File: config.mk
export PLATFORM = sky130hd
export DESIGN_NAME = dvrt_route_engine
export DESIGN_NICKNAME = d
export VERILOG_FILES = /design/src/sv/dvrt_pkg.sv /design/src/sv/dvrt_route_engine.sv
export SDC_FILE = /design/constraint.sdc
export NUM_CORES = 2
export LEC_CHECK = 0
export ABC_AREA = 1
export BUFFER_PORTS_ARGS = -buffer_cell sky130_fd_sc_hd__buf_2
export CAP_MARGIN = 5
export CORE_ASPECT_RATIO = 1.4
export CORE_MARGIN = 4
export CORE_UTILIZATION = 50
export DETAILED_ROUTE_END_ITERATION = 8
export GPL_ROUTABILITY_DRIVEN = 0
export PLACE_DENSITY = 0.63
export RECOVER_POWER = 50
export SETUP_SLACK_MARGIN = 0.02
export SKIP_CTS_REPAIR_TIMING = 1
export SYNTH_ARGS = -nofsm -noshare
export SYNTH_HDL_FRONTEND = slang
export SYNTH_SLANG_ARGS = --single-unit
File: constraint.sdc
create_clock -name clock -period 10.05 [get_ports clock]
set_clock_uncertainty 0.15 [all_clocks]
set_input_delay 0 -clock clock [delete_from_list [all_inputs] [get_ports clock]]
set_output_delay 0 -clock clock [all_outputs]
set_load 0.005 [all_outputs]
File: src/sv/dvrt_pkg.sv
// Shared types, constants and helpers for the distance-vector route table.
package dvrt_pkg;

   localparam int NEIGHBOR_SLOTS  = 8;
   localparam int ROUTE_SLOTS     = 32;
   localparam int TIMEOUT_PERIODS = 4;

   localparam int ADDR_W   = 32;
   localparam int COST_W   = 16;
   localparam int STAMP_W  = 16;
   localparam int SIL_W    = 20;
   localparam int PERIOD_W = 16;
   localparam int LIMIT_W  = PERIOD_W + $clog2(TIMEOUT_PERIODS);
   localparam int OP_W     = 3;
   localparam int STATUS_W = 2;
   localparam int GONE_W   = 4;
   localparam int CSR_W    = 32;
   localparam int CSR_IDX_W = 1;

   localparam int NB_IDX_W = (NEIGHBOR_SLOTS > 1) ? $clog2(NEIGHBOR_SLOTS) : 1;
   localparam int NB_CNT_W = $clog2(NEIGHBOR_SLOTS + 1);
   localparam int RT_IDX_W = $clog2(ROUTE_SLOTS);
   localparam int RT_CNT_W = $clog2(ROUTE_SLOTS + 1);

   localparam logic [RT_CNT_W-1:0] RT_FULL_CNT = RT_CNT_W'(ROUTE_SLOTS);
   localparam logic [RT_IDX_W-1:0] RT_LAST_IDX = RT_IDX_W'(ROUTE_SLOTS - 1);
   localparam logic [NB_CNT_W-1:0] NB_FULL_CNT = NB_CNT_W'(NEIGHBOR_SLOTS);
   localparam logic [SIL_W-1:0]    SIL_MAX     = '1;
   localparam logic [GONE_W-1:0]   GONE_MAX    = '1;

   typedef enum logic [OP_W-1:0] {
      OP_ADD    = 3'd0,
      OP_DEL    = 3'd1,
      OP_UPDATE = 3'd2,
      OP_LOOKUP = 3'd3,
      OP_TICK   = 3'd4
   } op_type;

   typedef enum logic [STATUS_W-1:0] {
      STS_DONE = 2'd0,
      STS_MISS = 2'd1,
      STS_FULL = 2'd2
   } status_type;

   typedef enum logic [CSR_IDX_W-1:0] {
      CSR_OWN_ADDRESS   = 1'b0,
      CSR_UPDATE_PERIOD = 1'b1
   } csr_index_type;

   typedef enum logic [2:0] {
      RE_APPEND,
      RE_UPSERT,
      RE_DROP_LINK,
      RE_DROP_STALE,
      RE_LOOKUP
   } re_kind_type;

   typedef enum logic [1:0] {
      RE_IDLE,
      RE_SCAN,
      RE_DONE
   } re_state_type;

   typedef enum logic [2:0] {
      S_IDLE,
      S_GO,
      S_WAIT,
      S_TICK_CHK,
      S_RESP
   } seq_state_type;

   typedef enum logic [2:0] {
      PH_ADD,
      PH_DEL,
      PH_UPD_ADD,
      PH_UPD_MATCH,
      PH_UPD_PURGE,
      PH_LOOKUP,
      PH_TICK
   } phase_type;

   typedef struct packed {
      logic [ADDR_W-1:0]  dest;
      logic [ADDR_W-1:0]  via;
      logic [COST_W-1:0]  metric;
      logic [STAMP_W-1:0] stamp;
   } rt_entry_type;

   typedef struct packed {
      logic               start;
      re_kind_type        kind;
      logic [ADDR_W-1:0]  dest;
      logic [ADDR_W-1:0]  via;
      logic [COST_W-1:0]  cost;
      logic [STAMP_W-1:0] stamp;
   } re_cmd_type;

   typedef struct packed {
      logic                done;
      logic                full;
      logic                found;
      logic [ADDR_W-1:0]   via;
      logic [COST_W-1:0]   cost;
      logic [RT_CNT_W-1:0] count;
   } re_rsp_type;

   function automatic logic [COST_W-1:0] sat_add(input logic [COST_W-1:0] a,
                                                  input logic [COST_W-1:0] b);
      logic [COST_W:0] s;
      s = {1'b0, a} + {1'b0, b};
      return s[COST_W] ? {COST_W{1'b1}} : s[COST_W-1:0];
   endfunction

endpackage

File: src/sv/dvrt_route_engine.sv
// Route table memory with its scan, compaction, upsert and lookup engine.
module dvrt_route_engine (
   input  logic                 clock,
   input  logic                 reset,
   input  dvrt_pkg::re_cmd_type cmd,
   output dvrt_pkg::re_rsp_type rsp
);

   dvrt_pkg::rt_entry_type mem [dvrt_pkg::ROUTE_SLOTS];

   dvrt_pkg::re_state_type state_ff, state_in;
   dvrt_pkg::re_cmd_type   key_ff, key_in;
   dvrt_pkg::rt_entry_type rdata_ff;
   logic [dvrt_pkg::RT_CNT_W-1:0] count_ff, count_in;
   logic [dvrt_pkg::RT_CNT_W-1:0] rd_ptr_ff, rd_ptr_in;
   logic [dvrt_pkg::RT_CNT_W-1:0] wr_ptr_ff, wr_ptr_in;
   logic [dvrt_pkg::RT_IDX_W-1:0] pidx_ff, pidx_in;
   logic [dvrt_pkg::RT_IDX_W-1:0] hit_idx_ff, hit_idx_in;
   logic                          pv_ff, pv_in;
   logic                          hit_ff, hit_in;
   logic                          full_ff, full_in;
   logic                          found_ff, found_in;
   logic [dvrt_pkg::ADDR_W-1:0]   best_via_ff, best_via_in;
   logic [dvrt_pkg::COST_W-1:0]   best_cost_ff, best_cost_in;

   logic                          issue_c, scan_end_c, cnt_full_c, keep_c, match_c;
   logic [dvrt_pkg::RT_IDX_W-1:0] tail_c;
   logic                          we_c;
   logic [dvrt_pkg::RT_IDX_W-1:0] waddr_c;
   dvrt_pkg::rt_entry_type        wdata_c;

   assign issue_c    = (state_ff == dvrt_pkg::RE_SCAN) && (rd_ptr_ff < count_ff);
   assign scan_end_c = (state_ff == dvrt_pkg::RE_SCAN) && !issue_c && !pv_ff;
   assign cnt_full_c = (count_ff >= dvrt_pkg::RT_FULL_CNT);
   // append at the tail, or overwrite the last slot when full
   assign tail_c     = cnt_full_c ? dvrt_pkg::RT_LAST_IDX
                                  : count_ff[dvrt_pkg::RT_IDX_W-1:0];
   assign match_c    = (rdata_ff.dest == key_ff.dest) && (rdata_ff.via == key_ff.via);

   always_comb begin
      keep_c = 1'b1;
      case (key_ff.kind) inside
         dvrt_pkg::RE_DROP_LINK:
            keep_c = !((rdata_ff.via == key_ff.via) || (rdata_ff.dest == key_ff.via));
         dvrt_pkg::RE_DROP_STALE:
            keep_c = !((rdata_ff.via == key_ff.via) && (rdata_ff.dest != key_ff.via) &&
                       (rdata_ff.stamp != key_ff.stamp));
         default: keep_c = 1'b1;
      endcase
   end

   always_comb begin
      state_in = state_ff;
      unique case (state_ff)
         dvrt_pkg::RE_IDLE: begin
            if (cmd.start) begin
               state_in = (cmd.kind == dvrt_pkg::RE_APPEND) ? dvrt_pkg::RE_DONE
                                                            : dvrt_pkg::RE_SCAN;
            end
         end
         dvrt_pkg::RE_SCAN: begin
            if (scan_end_c) begin
               state_in = dvrt_pkg::RE_DONE;
            end
         end
         dvrt_pkg::RE_DONE: state_in = dvrt_pkg::RE_IDLE;
         default:           state_in = dvrt_pkg::RE_IDLE;
      endcase
   end

   always_comb begin
      key_in       = key_ff;
      count_in     = count_ff;
      rd_ptr_in    = rd_ptr_ff;
      wr_ptr_in    = wr_ptr_ff;
      pidx_in      = pidx_ff;
      pv_in        = 1'b0;
      hit_in       = hit_ff;
      hit_idx_in   = hit_idx_ff;
      full_in      = full_ff;
      found_in     = found_ff;
      best_via_in  = best_via_ff;
      best_cost_in = best_cost_ff;
      we_c         = 1'b0;
      waddr_c      = tail_c;
      wdata_c      = '{dest: key_ff.dest, via: key_ff.via, metric: key_ff.cost,
                       stamp: key_ff.stamp};
      if (state_ff == dvrt_pkg::RE_IDLE && cmd.start) begin
         key_in    = cmd;
         rd_ptr_in = '0;
         wr_ptr_in = '0;
         hit_in    = 1'b0;
         found_in  = 1'b0;
         full_in   = 1'b0;
         if (cmd.kind == dvrt_pkg::RE_APPEND) begin
            we_c    = 1'b1;
            wdata_c = '{dest: cmd.dest, via: cmd.via, metric: cmd.cost, stamp: cmd.stamp};
            full_in = cnt_full_c;
            if (!cnt_full_c) begin
               count_in = count_ff + 1'b1;
            end
         end
      end
      if (issue_c) begin
         rd_ptr_in = rd_ptr_ff + 1'b1;
         pv_in     = 1'b1;
         pidx_in   = rd_ptr_ff[dvrt_pkg::RT_IDX_W-1:0];
      end
      if (pv_ff) begin
         case (key_ff.kind) inside
            dvrt_pkg::RE_UPSERT: begin
               if (match_c && !hit_ff) begin
                  hit_in     = 1'b1;
                  hit_idx_in = pidx_ff;
               end
            end
            dvrt_pkg::RE_LOOKUP: begin
               if ((rdata_ff.dest == key_ff.dest) &&
                   (!found_ff || (rdata_ff.metric < best_cost_ff))) begin
                  found_in     = 1'b1;
                  best_via_in  = rdata_ff.via;
                  best_cost_in = rdata_ff.metric;
               end
            end
            dvrt_pkg::RE_DROP_LINK, dvrt_pkg::RE_DROP_STALE: begin
               // compact: survivors slide down to the write pointer
               if (keep_c) begin
                  we_c      = 1'b1;
                  waddr_c   = wr_ptr_ff[dvrt_pkg::RT_IDX_W-1:0];
                  wdata_c   = rdata_ff;
                  wr_ptr_in = wr_ptr_ff + 1'b1;
               end
            end
            default: ;
         endcase
      end
      if (scan_end_c) begin
         case (key_ff.kind) inside
            dvrt_pkg::RE_DROP_LINK, dvrt_pkg::RE_DROP_STALE: count_in = wr_ptr_ff;
            dvrt_pkg::RE_UPSERT: begin
               we_c = 1'b1;
               if (hit_ff) begin
                  waddr_c = hit_idx_ff;
               end else begin
                  full_in = cnt_full_c;
                  if (!cnt_full_c) begin
                     count_in = count_ff + 1'b1;
                  end
               end
            end
            default: ;
         endcase
      end
   end

   always_ff @(posedge clock) begin
      if (reset) begin
         state_ff <= dvrt_pkg::RE_IDLE;
         count_ff <= '0;
         pv_ff    <= 1'b0;
      end else begin
         state_ff <= state_in;
         count_ff <= count_in;
         pv_ff    <= pv_in;
      end
      key_ff       <= key_in;
      rd_ptr_ff    <= rd_ptr_in;
      wr_ptr_ff    <= wr_ptr_in;
      pidx_ff      <= pidx_in;
      hit_ff       <= hit_in;
      hit_idx_ff   <= hit_idx_in;
      full_ff      <= full_in;
      found_ff     <= found_in;
      best_via_ff  <= best_via_in;
      best_cost_ff <= best_cost_in;
   end

   always_ff @(posedge clock) begin
      if (we_c) begin
         mem[waddr_c] <= wdata_c;
      end
      if (issue_c) begin
         rdata_ff <= mem[rd_ptr_ff[dvrt_pkg::RT_IDX_W-1:0]];
      end
   end

   assign rsp.done  = (state_ff == dvrt_pkg::RE_DONE);
   assign rsp.full  = full_ff;
   assign rsp.found = found_ff;
   assign rsp.via   = best_via_ff;
   assign rsp.cost  = best_cost_ff;
   assign rsp.count = count_ff;

endmodule

---- Word-level counts from Yosys, hierarchy flattened ----
Memories as Yosys holds them, arrays and structs flattened. A register that Yosys moved wholly into a read port is not among the register bits.
Index checks and enable logic that the tools add are counted.
operators by class
  reductions and logical operators ........ 24
  order comparisons ....................... 3
  $add $sub $neg .......................... 3
  equal/unequal tests ..................... 13
  multiplexer cells ....................... 67
  bitwise operators ....................... 1
operators by type and width
  cell                                                                    count
  96-bit two-way mux                                                      7
  32-bit equality test                                                    3
  6-bit two-way mux                                                       16
  5-bit two-way mux                                                       10
  32-bit inequality test                                                  1
  1-bit two-way mux                                                       30
  6-bit by 1-bit adder with 6-bit output (second input constant)          3
  16-bit < comparator                                                     1
  16-bit inequality test                                                  1
  1-bit logical AND                                                       9
  3-bit by 2-bit equality test with 1-bit output (second input constant)  2
  6-bit >= comparator (second input constant)                             1
  1-bit logical NOT                                                       6
  6-bit < comparator                                                      1
  2-bit two-way mux                                                       3
  2-bit inequality test (second input constant)                           2
  2-bit one-hot mux with 2 select lines                                   1
  4-bit AND reduction                                                     1
  3-bit by 1-bit equality test with 1-bit output (second input constant)  1
  3-bit equality test (second input constant)                             1
  3-bit logical NOT                                                       1
  3-bit AND reduction                                                     1
  2-bit by 1-bit equality test with 1-bit output (second input constant)  1
  2-bit equality test (second input constant)                             1
  6 further kinds                                                         7
word-level totals
  memories ................................ 1
  logic and storage cells ................. 129
  output and inout port bits .............. 57
  RAM bits ................................ 3072
  bits of input ports ..................... 102
  register bits ........................... 181
memory list
  memory  depth  bits a word  rd ports  clocked after memory_dff  write ports  RTL line                source
  mem     32     96           1         1                         1            dvrt_route_engine.sv:9  dvrt_pkg::rt_entry_type mem [dvrt_pkg::ROUTE_SLOTS];

---- Depth between registers and ports, before layout ----
  depth in word-level cells ............... 16
  mapped depth ............................ 19
  gate-level depth less buffers ........... 19

---- Worst setup path after synthesis ----
Ideal clock, no wire load.
  path kind ............................... reg-to-reg
  start ................................... register count_ff[5] in the netlist's numbering
  end ..................................... register rd_ptr_ff[0] in the netlist's numbering (enable)
  slack ................................... 2753 ps
  period minus slack after synthesis ...... 7297 ps
  setup time .............................. 344 ps
  arrival ................................. 6804 ps
  required time ........................... 9556 ps
  stages on the path, launching flop included .. 10
  path buffers ............................ 0
  cells stage by stage .................... dfxtp_1 clkinv_1 ha_1 nand2_1 inv_1 nand3_1 o221ai_2 nor2_1 inv_1 nand2_1
on the way
  cells in the longest elaborated chain, start to end .. 3
RTL lines
  what                          RTL line                  source
  start, declared               dvrt_route_engine.sv:14   logic [dvrt_pkg::RT_CNT_W-1:0] count_ff, count_in;
  start signal, assigned        dvrt_route_engine.sv:163  count_ff <= count_in;
  6-bit < comparator            dvrt_route_engine.sv:32   assign issue_c = (state_ff == dvrt_pkg::RE_SCAN) && (rd_ptr_ff < count_ff);
  1-bit logical AND             dvrt_route_engine.sv:32
  named net issue_c             dvrt_route_engine.sv:26   logic issue_c, scan_end_c, cnt_full_c, keep_c, match_c;
  2-bit nonzero test (no line)  n/a
  end signal, assigned          dvrt_route_engine.sv:167  rd_ptr_ff <= rd_ptr_in;
  end, declared                 dvrt_route_engine.sv:15   logic [dvrt_pkg::RT_CNT_W-1:0] rd_ptr_ff, rd_ptr_in;
The timed path passes the listed nets, and every way through them passes these cells.
A chain may end at the register's enable or synchronous reset.

---- Worst setup path after layout ----
  start ................................... register rd_ptr_ff[3] in the netlist's numbering
  end ..................................... register, netlist name rdata_ff[51]
on the way
  cells in the longest elaborated chain, start to end .. 2
RTL lines
  what                RTL line
  6-bit < comparator  dvrt_route_engine.sv:32
  1-bit logical AND   dvrt_route_engine.sv:32
Parallel ways exist; a longest one is shown, timed or not.

==> results.ini <==
[global_route]
grt_pass1_vias = 84860
met1_usage_pct = 38.23
grt_max_degree = 197
grt_pass1_wl_microns = 591000
gr-total-overflow = 0
track_usage_pct = 29.37
grt_busiest_layer = met2
grtUsageMet2_pct = 47.56
grt_antenna_before_repair = 37
grt_util_met3_pct = 5.634

[synthesis]
netlist_top_cells_count = edfxtp_1, nor2_1, o21ai_0
synth.most_common_cell = edfxtp_1
synth_top_family_by_area = compound AO/OA/AOI/OAI gates
synth_area_leaders = edfxtp_1, o21ai_0, nor2_1, o22ai_1, nand2_1
syn_nets = 10340
synth_mux_area_share_pct = 0.007561
synth_simple_gate_area_share_pct = 8.214
syn_area_per_cell_sq_um = 12.97
synth_enable_flop_cells = 3331
synth_fa_ha_area_share_pct = 0.2363
synthFlopType = edfxtp_1
synth_top_area_cell = edfxtp_1
synth_compound_area_share_pct = 12.80
seq_area_frac_synth_pct = 75.83
syn_area_sq_um = 132400
ys_ff_latch = 3349
yosysWarnings = 0
ys_async_sr_fraction_pct = 0
synthXorXnorAreaFrac_pct = 0.3506
synthCells = 10210
ys_types = 52
synth_top_area_share_pct = 75.56

[cts]
cts_buffers = 309
htree_levels = 5
clk_latency_ns = 0.88
root_buffer = clkbuf_16
cts_tree = done
clock_sinks = 3349
clkTransAtPathRegs_ns = 0.06
clockBufferDepth = 4

[setup_path]
rr_worst_depth = 6
r2r_slack_ns = 2.10
worstSetupEndpointType = flop
arrival_ns = 8.30
critPathMaxFanout = 105
startpoint_type = flop
cp.required_ns = 10.40
path_class = flop to flop
worst_r2r_endpoint = rdata_ff[51]$_DFFE_PP_
reg2reg_from = rd_ptr_ff[3]$_SDFFCE_PN0P_

[min_path]
min_path_type = input port to flop
hold_path_end = state_ff[1]$_SDFFE_PP0P_
holdPathStages = 5
hp-start = cmd[97]

[die]
core_sq_um = 263700
die_area_sq_um = 273200
ioPinCount = 159
fp.dieH_microns = 616.8
dieWidth_microns = 442.9
start_util_pct = 50.21
rows = 223

[job]
drv_cap = 55

[timing]
fin_ws_ns = 2.100
whs_ns = -0.01051
min_period_over_period_pct = 79.10
max_slew_margin_pct = -221.9
tns_ns = 0
finalHoldViolations = 1
tightest_slew_ns = 4.829
period_minus_slack_ns = 7.950
maxSlewViolCount = 1779
fmax_ghz = 0.1258
rsz0062_at_grt = no
finalSetupViolations = 0

[routing]
vias_per_cell = 6.343
route.vias.total = 89560
ant_nets = 0
drtIter0Drc = 12070
finalWirelength_microns = 421700
drt_first_pass_iters = 8
wl_per_cell_microns = 29.87
drcViolationCount = 0

[placement]
place_ws_ns = 4.368
place_hpwl_microns = 221600
io_buffers = 158

[power_and_ir_drop]
power_leakage_nw = 47.88
ir_drop_mv = 0.1539
power.density_nw_per_um2 = 217.3

[final_layout]
n_fill_cell = 21010
utilization_pct = 56.40
drive_above_1_share_pct = 6.397
syn_to_final_growth_pct = 12.33
fin_nets = 10510

[outcome]
violations = hold timing, capacitance limit, slew limit
status = finished with violations

[worst max-delay path by stage]
stage,start,to,slack (ns),depth (start not counted)
6_report,rd_ptr_ff[3]$_SDFFCE_PN0P_,rdata_ff[51]$_DFFE_PP_,2.10,6
5_1_grt,rdata_ff[68]$_DFFE_PP_,mem[7][31]$_DFFE_PP_,1.90,13
4_1_cts,rdata_ff[79]$_DFFE_PP_,mem[19][47]$_DFFE_PP_,4.35,19
3_5_place_dp,rdata_ff[79]$_DFFE_PP_,mem[19][46]$_DFFE_PP_,4.37,19
3_3_place_gp,key_ff[47]$_DFFE_PP_,mem[18][1]$_DFFE_PP_,4.44,19
2_1_floorplan,count_ff[5]$_SDFF_PP0_,rd_ptr_ff[0]$_SDFFCE_PN0P_,2.75,9
[cell type report]
class / count / area, sq um / share of cell area, %
repair buffers: 570 / 4302 / 2.893
well taps: 3487 / 4363 / 2.934
inverters: 169 / 680.7 / 0.4577
flip-flops and latches: 3349 / 100400 / 67.51
multi-input cells: 5985 / 29090 / 19.56
clock inverters: 167 / 1650 / 1.110
diodes: 19 / 47.55 / 0.03197
clock buffers: 374 / 8178 / 5.500
[state kept, by name, indices dropped and copies added, names as in the netlist, 6 cells and up]
register,cells
rd_ptr_ff,6
mem,3072
wr_ptr_ff,6
rdata_ff,96
best_via_ff,32
key_ff,99
best_cost_ff,16
count_ff,6
[stage by stage]
stage	cells	power [W]	hold WS (ns)	area, sq um
after detailed placement	13350	0.02071	0.04263	137700
after CTS	13900	0.03225	-0.8709	147500
after global placement	13350	0.02064	0.04271	137700
after global routing	14100	0.03328	0.06433	148700
after floorplan	10210	0.01890	-0.08093	132400
final	14120	0.03231	-0.01051	148700
[critical path: stages, from the launching register on]
cell and delay [ns]:
edfxtp_1 0.35, clkbuf_1 2.28, inv_8 1.03, clkbuf_2 2.02, nand2_1 0.51, a21oi_1 0.08
o31ai_1 0.95
[kinds of logic after synthesis]
logic type	after synthesis
and+or+nand+nor	2826
buffers and inverters	876
muxes	1
AOI/OAI and AO/OA	3080
DFF	3349
xor gates and xnor gates	53
adders and majority gates	25
[per-layer routing]
layer	up-vias	routed length [microns]
li1	38180	-
met1	44730	153200
met2	5571	199200
met3	1066	44920
met4	10	24320
met5	-	68
[power by group]
group	total (W)	switching (W)	internal [W]
logic	0.00465	0.00352	0.00113
clock network	0.0117	0.00510	0.00662
registers	0.0159	0.0000890	0.0158
total	0.0323	0.00871	0.0236
[cell usage in the layout (no fill, tap or decap), types with 17 or more instances in the layout]
| master | synthesis | layout |
|---|---|---|
| a21oi_1 | 87 | 87 |
| buf_12 | 0 | 26 |
| o211ai_1 | 53 | 53 |
| nand3_1 | 38 | 42 |
| a31oi_1 | 53 | 27 |
| a31oi_4 | 0 | 17 |
| o22ai_1 | 925 | 925 |
| buf_2 | 64 | 23 |
| bufinv_16 | 0 | 32 |
| inv_1 | 148 | 144 |
| edfxtp_1 | 3331 | 3331 |
| nand2_1 | 738 | 741 |
| dfxtp_1 | 18 | 18 |
| xnor2_1 | 35 | 35 |
| ha_1 | 25 | 25 |
| dlygate4sd3_1 | 0 | 203 |
| buf_4 | 4 | 115 |
| clkbuf_1 | 583 | 255 |
| clkinv_1 | 4 | 72 |
| diode_2 | 0 | 19 |
| o21ai_0 | 1908 | 1902 |
| o31ai_1 | 30 | 30 |
| xor2_1 | 18 | 18 |
| clkinv_2 | 0 | 41 |
| nor2_1 | 1987 | 1966 |
| clkbuf_16 | 0 | 318 |
| nor2_4 | 1 | 23 |
(Power assumes the default switching activity.)
